--- src/rtl/bmhq_pkg.sv ---
// ----------------------------------------------------------------------------
// bmhq_pkg
// Shared types, codes and constants of the binary min-heap queue.
// ----------------------------------------------------------------------------
package bmhq_pkg;

  localparam int unsigned CAPACITY_DEF     = 1024;
  localparam int unsigned PAYLOAD_BITS_DEF = 32;

  localparam int unsigned CMD_W    = 3;
  localparam int unsigned KEY_W    = 32;
  localparam int unsigned PAY_IN_W = 32;
  localparam int unsigned SLOT_W   = 10;
  localparam int unsigned STS_W    = 2;
  localparam int unsigned OCC_W    = 11;

  typedef enum logic [CMD_W-1:0] {
    CMD_PUSH    = 3'd0,
    CMD_POP     = 3'd1,
    CMD_REPLACE = 3'd2,
    CMD_PEEK    = 3'd3,
    CMD_READ    = 3'd4
  } cmd_e;

  typedef enum logic [STS_W-1:0] {
    STS_OK    = 2'd0,
    STS_EMPTY = 2'd1,
    STS_FULL  = 2'd2,
    STS_RANGE = 2'd3
  } status_e;

  typedef enum logic [2:0] {
    S_IDLE,
    S_DECODE,
    S_TAKE,
    S_UP_RD,
    S_UP_CMP,
    S_DN_RD,
    S_DN_CMP,
    S_FINISH
  } state_e;

  typedef enum logic [2:0] {
    RD_NONE,
    RD_ROOT,
    RD_ROOT_LAST,
    RD_SLOT,
    RD_PARENT,
    RD_KIDS
  } rd_sel_e;

  typedef enum logic [1:0] {
    WR_NONE,
    WR_E,
    WR_UP,
    WR_DN
  } wr_sel_e;

  typedef enum logic [2:0] {
    IDX_HOLD,
    IDX_ZERO,
    IDX_COUNT,
    IDX_PARENT,
    IDX_BEST
  } idx_sel_e;

  typedef struct packed {
    logic [CMD_W-1:0]       cmd;
    logic [PAY_IN_W-1:0]    payload;
    logic signed [KEY_W-1:0] key;
    logic [SLOT_W-1:0]      slot;
  } in_t;

  typedef struct packed {
    logic [STS_W-1:0]       status;
    logic [PAY_IN_W-1:0]    out_payload;
    logic signed [KEY_W-1:0] out_key;
    logic [OCC_W-1:0]       occupancy;
  } out_t;

  typedef struct packed {
    logic     load_in;
    rd_sel_e  rd_sel;
    wr_sel_e  wr_sel;
    idx_sel_e idx_sel;
    logic     cnt_inc;
    logic     cnt_dec;
    logic     take;
    logic     e_from_a;
    logic     res_from_e;
    logic     out_load;
    status_e  out_status;
  } dp_cmd_t;

  typedef struct packed {
    logic empty;
    logic full;
    logic slot_oob;
    logic idx_zero;
    logic up_move;
    logic dn_move;
  } dp_stat_t;

endpackage

--- src/rtl/bmhq_ctrl.sv ---
// ----------------------------------------------------------------------------
// bmhq_ctrl
// Command sequencer: decodes each command and steps the sift walk.
// ----------------------------------------------------------------------------
module bmhq_ctrl (
  input  logic                          clk_i,
  input  logic                          rst_ni,
  input  logic                          in_valid_i,
  input  logic [bmhq_pkg::CMD_W-1:0]    in_cmd_i,
  output logic                          in_stall_o,
  output logic                          out_valid_o,
  input  logic                          out_stall_i,
  input  bmhq_pkg::dp_stat_t            stat_i,
  output bmhq_pkg::dp_cmd_t             cmd_o
);

  bmhq_pkg::state_e                state_q, state_d;
  bmhq_pkg::status_e               sts_q, sts_d;
  logic [bmhq_pkg::CMD_W-1:0]      cmd_q;
  logic                            out_valid_q, out_valid_d;
  logic                            out_free;

  assign out_free   = !out_valid_q || !out_stall_i;
  assign in_stall_o = (state_q != bmhq_pkg::S_IDLE);

  always_comb begin
    state_d = state_q;
    unique case (state_q)
      bmhq_pkg::S_IDLE: begin
        if (in_valid_i) state_d = bmhq_pkg::S_DECODE;
      end
      bmhq_pkg::S_DECODE: begin
        state_d = bmhq_pkg::S_TAKE;
        unique case (cmd_q) inside
          bmhq_pkg::CMD_PUSH: begin
            if (stat_i.full) state_d = bmhq_pkg::S_FINISH;
          end
          bmhq_pkg::CMD_POP, bmhq_pkg::CMD_REPLACE, bmhq_pkg::CMD_PEEK: begin
            if (stat_i.empty) state_d = bmhq_pkg::S_FINISH;
          end
          bmhq_pkg::CMD_READ: begin
            if (stat_i.slot_oob) state_d = bmhq_pkg::S_FINISH;
          end
          default: state_d = bmhq_pkg::S_FINISH;
        endcase
      end
      bmhq_pkg::S_TAKE: begin
        unique case (cmd_q) inside
          bmhq_pkg::CMD_PUSH:                     state_d = bmhq_pkg::S_UP_RD;
          bmhq_pkg::CMD_POP, bmhq_pkg::CMD_REPLACE: state_d = bmhq_pkg::S_DN_RD;
          default:                                state_d = bmhq_pkg::S_FINISH;
        endcase
      end
      bmhq_pkg::S_UP_RD: begin
        state_d = stat_i.idx_zero ? bmhq_pkg::S_FINISH : bmhq_pkg::S_UP_CMP;
      end
      bmhq_pkg::S_UP_CMP: begin
        state_d = stat_i.up_move ? bmhq_pkg::S_UP_RD : bmhq_pkg::S_FINISH;
      end
      bmhq_pkg::S_DN_RD: begin
        state_d = bmhq_pkg::S_DN_CMP;
      end
      bmhq_pkg::S_DN_CMP: begin
        state_d = stat_i.dn_move ? bmhq_pkg::S_DN_RD : bmhq_pkg::S_FINISH;
      end
      bmhq_pkg::S_FINISH: begin
        if (out_free) state_d = bmhq_pkg::S_IDLE;
      end
      default: state_d = bmhq_pkg::S_IDLE;
    endcase
  end

  always_comb begin
    cmd_o = '0;
    sts_d = sts_q;
    unique case (state_q)
      bmhq_pkg::S_IDLE: begin
        cmd_o.load_in = in_valid_i;
        if (in_valid_i) sts_d = bmhq_pkg::STS_OK;
      end
      bmhq_pkg::S_DECODE: begin
        unique case (cmd_q) inside
          bmhq_pkg::CMD_PUSH: begin
            if (stat_i.full) begin
              sts_d = bmhq_pkg::STS_FULL;
            end else begin
              cmd_o.idx_sel = bmhq_pkg::IDX_COUNT;
              cmd_o.cnt_inc = 1'b1;
              cmd_o.rd_sel  = bmhq_pkg::RD_ROOT;
            end
          end
          bmhq_pkg::CMD_POP: begin
            if (stat_i.empty) begin
              sts_d = bmhq_pkg::STS_EMPTY;
            end else begin
              cmd_o.rd_sel  = bmhq_pkg::RD_ROOT_LAST;
              cmd_o.cnt_dec = 1'b1;
              cmd_o.idx_sel = bmhq_pkg::IDX_ZERO;
            end
          end
          bmhq_pkg::CMD_REPLACE: begin
            if (stat_i.empty) begin
              sts_d = bmhq_pkg::STS_EMPTY;
            end else begin
              cmd_o.rd_sel  = bmhq_pkg::RD_ROOT;
              cmd_o.idx_sel = bmhq_pkg::IDX_ZERO;
            end
          end
          bmhq_pkg::CMD_PEEK: begin
            if (stat_i.empty) begin
              sts_d = bmhq_pkg::STS_EMPTY;
            end else begin
              cmd_o.rd_sel = bmhq_pkg::RD_ROOT;
            end
          end
          bmhq_pkg::CMD_READ: begin
            if (stat_i.slot_oob) begin
              sts_d = bmhq_pkg::STS_RANGE;
            end else begin
              cmd_o.rd_sel = bmhq_pkg::RD_SLOT;
            end
          end
          default: sts_d = bmhq_pkg::STS_RANGE;
        endcase
      end
      bmhq_pkg::S_TAKE: begin
        cmd_o.take     = 1'b1;
        cmd_o.e_from_a = (cmd_q == bmhq_pkg::CMD_POP);
      end
      bmhq_pkg::S_UP_RD: begin
        if (stat_i.idx_zero) begin
          cmd_o.wr_sel     = bmhq_pkg::WR_E;
          cmd_o.res_from_e = 1'b1;
        end else begin
          cmd_o.rd_sel = bmhq_pkg::RD_PARENT;
        end
      end
      bmhq_pkg::S_UP_CMP: begin
        if (stat_i.up_move) begin
          cmd_o.wr_sel  = bmhq_pkg::WR_UP;
          cmd_o.idx_sel = bmhq_pkg::IDX_PARENT;
        end else begin
          cmd_o.wr_sel = bmhq_pkg::WR_E;
        end
      end
      bmhq_pkg::S_DN_RD: begin
        cmd_o.rd_sel = bmhq_pkg::RD_KIDS;
      end
      bmhq_pkg::S_DN_CMP: begin
        if (stat_i.dn_move) begin
          cmd_o.wr_sel  = bmhq_pkg::WR_DN;
          cmd_o.idx_sel = bmhq_pkg::IDX_BEST;
        end else begin
          cmd_o.wr_sel = bmhq_pkg::WR_E;
        end
      end
      bmhq_pkg::S_FINISH: begin
        cmd_o.out_status = sts_q;
        cmd_o.out_load   = out_free;
      end
      default: ;
    endcase
  end

  assign out_valid_d = cmd_o.out_load || (out_valid_q && out_stall_i);
  assign out_valid_o = out_valid_q;

  always_ff @(posedge clk_i or negedge rst_ni) begin
    if (!rst_ni) begin
      state_q     <= bmhq_pkg::S_IDLE;
      sts_q       <= bmhq_pkg::STS_OK;
      cmd_q       <= '0;
      out_valid_q <= 1'b0;
    end else begin
      state_q     <= state_d;
      sts_q       <= sts_d;
      out_valid_q <= out_valid_d;
      if (cmd_o.load_in) cmd_q <= in_cmd_i;
    end
  end

  a_accept_decodes: assert property (@(posedge clk_i) disable iff (!rst_ni)
    (in_valid_i && !in_stall_o) |=> (state_q == bmhq_pkg::S_DECODE))
    else $error("accepted transfer did not start decode");

  a_finish_holds: assert property (@(posedge clk_i) disable iff (!rst_ni)
    (state_q == bmhq_pkg::S_FINISH && out_valid_o && out_stall_i)
      |=> (state_q == bmhq_pkg::S_FINISH))
    else $error("result dropped while output stalled");

  a_out_valid_holds: assert property (@(posedge clk_i) disable iff (!rst_ni)
    (out_valid_o && out_stall_i) |=> out_valid_o)
    else $error("output valid dropped while stalled");

endmodule

--- config.mk ---
export PLATFORM = sky130hd
export DESIGN_NAME = bmhq_ctrl
export DESIGN_NICKNAME = d
export VERILOG_FILES = /design/src/rtl/bmhq_pkg.sv /design/src/rtl/bmhq_ctrl.sv
export SDC_FILE = /design/constraint.sdc
export NUM_CORES = 1
export LEC_CHECK = 0
export ABC_AREA = 1
export BUFFER_PORTS_ARGS = -buffer_cell sky130_fd_sc_hd__buf_2
export CORE_UTILIZATION = 45
export DETAILED_ROUTE_END_ITERATION = 10
export HOLD_SLACK_MARGIN = 0.1
export PLACE_DENSITY = 0.77
export SYNTH_ARGS = -nofsm -noshare
export SYNTH_HDL_FRONTEND = slang
export SYNTH_SLANG_ARGS = --single-unit
--- constraint.sdc ---
create_clock -name clk_i -period 1.6 [get_ports clk_i]
set_clock_uncertainty 0.05 [all_clocks]
set_input_delay 0.32 -clock clk_i [delete_from_list [all_inputs] [get_ports clk_i]]
set_output_delay 0.32 -clock clk_i [all_outputs]
set_load 0.005 [all_outputs]
==> metrics.md <==
| Metric | Value |
|---|---|
| DP HPWL | 1.40 mm |
| Seq/Total Area, Yosys | 31.4% |
| Post-synthesis cell area | just over 700 um2 |
| CP arrival | 1950 ps |
| Tot Pwr | between 2 and 2.5 mW |
| Register Area | between 200 and 250 um2 |
| Area growth syn-to-layout | 76.3% |
| Post-Syn Nets | 124 |
| WL per Instance | about 14 um |
| Proportion of layout cells with a drive suffix above 1 | a little over half |
| Clk_lat worst skew | 270 ps |
| Die W | 41.9 um |
| Routability Congestion | 0.931 |
| Area occupied by multi-input gates | 526 um2 |
| Row count | 14 |
| Die height | 41.9 um |
| TNS Setup | -2320 ps |
| Worst-Margin Slew | 236 ps |
| Reg2reg start | state_q[0] |
| Pint | 1.27 mW |
| Net Switching | 1.20 mW |
| CTS Buf Count | 3 |
| Sw frac | around half |
| HP Class | primary input to flop |
| Worst path max stage delay | 440 ps |
| RSZ-0062 raised after global routing | true |
| Initial antenna violation count | 0 |
| Syn_area_per_cell | 6.46 um2 |
| Initial Util | 48.2% |
| Number of port buffers | 31 |
| P_leak | 0.684 nW |
| Layout fillers | 84 |
| Crit path launch | state_q[0] |
| CP required | about 1700 ps |
| Dpl cells | ~160 |
| Non-filler cells, final | 189 |
| Post-synth cell types | 22 |
| Top cells by area, synth | dfrtp_1 (31%), nand2_1 (15%), inv_1 (8.9%) |
| Clock root buffer master | clkbuf_4 |
| Starting DRT DRC Count | 18 |
| Fmax achieved | 551 MHz |
| Worst path slowest cell | dfrtp_2 |
| Critical path class | flop to flop |
| Flop pwr share | 20.0% |
| Worst vdd ir | 1110 uV |
| Fin worst setup slack | -215 ps |
| Final Cycle Share | 113% |
| Post-route ant nets | 0 |
| Fin. max-slew vios | 0 |
| Final net count | 187 |
| Seq cells post-synth | 9 |
| Hold_sp | in_cmd_i[0] |
| Relative slew margins | 84.3% |
| TritonCTS clock tree | done |
| Final setup viols | 19 |
| First-pass GRT wire length | 3.33 mm |
| Gate power share | 72.8% |
| Status | complete, but fails checks |
| Pwr Density | 1960 nW/um2 |
| H-tree depth | 1 |
| Mapped Cells | 111 |
| Clk pin slew, worst setup/hold paths | 60 ps |
| Critical path endpoint category | flop |
| WL final | 2.74 mm |
| Synth warn | 0 |
| Final Critical Period | 1820 ps |
| Final count of hold timing violations | 0 |
| Register-to-Register Path Depth | 11 |
| Max FO, Critical Path | 4 |
| CTS Sinks | 9 |
| Largest net degree at the start of global routing | 10 |
| Sequence of cells on the critical path | clkinv_4 -> buf_4 -> nor2_4 -> nand2_2 -> buf_4 -> buf_4 -> buf_4 -> buf_4 -> nand2_1 -> nor2_1 -> a21oi_1 |
| CTS Buffer Depth | 2 |
| R2R Setup Slk | -220 ps |
| # Max-Cap Violations | 0 |
| Number of global-route vias before repair | 771 |
| CP dominant cell by count | buf_4 |
| Remaining DRCs | 0 |
| N_diodes | 0 |
| Drt via density | around 5.2 |
| Yosys top cell area share | about a third |
| Iteration count of the initial detailed-routing pass | 4 |
| IO Pins | 32 |
| Failing checks | setup timing |
| GRT Overall Usage | 25.4% |
| Critical Path Start Type | flop |
| R2R Path End | state_q[0] |
| CP Capture Point | state_q[0] |
| Gr ovfl total | 0 |
| Core area | 1490 um2 |
| Via Count | 987 |
| Full die area | 1760 um2 |
| Clock power share | 7.2% |
| Leading area contributor after synthesis | dfrtp_1 |
-- layout by cell type (no fill, tap or decap), types with 3 or more instances in the layout --
cell | Yosys | final
dfrtp_1 | 9 | 6
nor2_4 | 3 | 7
nand2_1 | 28 | 25
inv_1 | 17 | 14
inv_2 | 2 | 3
buf_6 | 0 | 3
clkbuf_4 | 0 | 3
buf_4 | 0 | 22
buf_2 | 0 | 31
nand3_1 | 10 | 9
o21ai_0 | 6 | 3
a21oi_1 | 4 | 4
nand2_4 | 1 | 3
dfrtp_2 | 0 | 3
nor2_2 | 5 | 7
nor2_1 | 14 | 8
-- worst min-delay path by stage --
stage | cells past startpoint | slack (ps) | to
after floorplan | 0 | -30 | cmd_q[0]
after global placement | 1 | 130 | out_valid_o
after detailed placement | 1 | 130 | out_valid_o
after CTS | 3 | 210 | cmd_q[0]
after global routing | 3 | 230 | cmd_q[0]
final | 3 | 210 | cmd_q[0]
-- what timing repair did --
item / CTS / global route
cloned: 0 / 0
endpoints found under the setup margin: 16 / 19
pin swaps: 12 / 6
gates resized for setup: 21 / 18
hold buffers: 1 / 0
setup buffers: 16 / 6
hold endpoints to repair: 9 / 0
-- per-layer routing --
metal  global-route usage (%)  vias up  wire length [um]
li1                         -      479                 -
met1                     30.0      447              1060
met2                     45.6       47              1410
met3                     7.83       14               138
met4                     3.87        0               128
met5                        0        -                 0
-- Yosys cell counts, drive strengths merged --
master / count
inv: 19
nor3: 1
o21bai: 1
a211oi: 1
nor2: 22
nand3b: 2
nand4: 1
a21oi: 4
o32ai: 1
o21ai: 6
nand3: 10
or2: 1
nand2: 30
nor3b: 1
dfrtp: 9
o31ai: 1
a41oi: 1
-- worst max-delay path: cells and delay by family (launching register included) --
family          cells  cell delay (ps)
buf+inv             6              760
flops               1              440
simple gates        4              320
compound gates      1              150
-- cell type report --
cell class                 count  share of cell area (%)
inverter                      19                    6.24
timing repair buffer          58                    30.4
clock buffer                   4                    2.08
tap                           16                    1.58
multi-input combinational     83                    41.6
sequential                     9                    18.1
-- flip-flops by register name, summed over array words and instances (netlist names) --
name / cells
sts_q: 2
out_valid_o: 1
cmd_q: 3
state_q: 3
-- stage by stage --
step | utilization [%] | area, um2 | setup WS [ps] | hold WS (ps)
2_1_floorplan | - | 717 | 216 | -25.6
4_1_cts | 77.0 | 1150 | -125 | 213
6_report | 84.9 | 1260 | -215 | 211
3_5_place_dp | 61.9 | 922 | 62.3 | 131
5_1_grt | 84.9 | 1260 | -271 | 226
3_3_place_gp | 61.9 | 922 | 58.6 | 129
-- cells by family after synthesis --
logic type | Yosys count | synth area share (%)
DFF | 9 | 31.4
and+or+nand+nor | 68 | 46.1
buffers and inverters | 19 | 9.95
AOI/OAI and AO/OA | 15 | 12.6
-- power by group through the flow --
stage / Combinational (mW) / Sequential, mW / Clock (mW)
2_1_floorplan: 0.689 / 0.438 / 0
3_3_place_gp: 1.02 / 0.449 / 0
3_5_place_dp: 1.03 / 0.455 / 0
4_1_cts: 1.43 / 0.470 / 0.177
5_1_grt: 1.92 / 0.502 / 0.194
6_report: 1.81 / 0.495 / 0.178
Power figures use the tool's default switching activity.
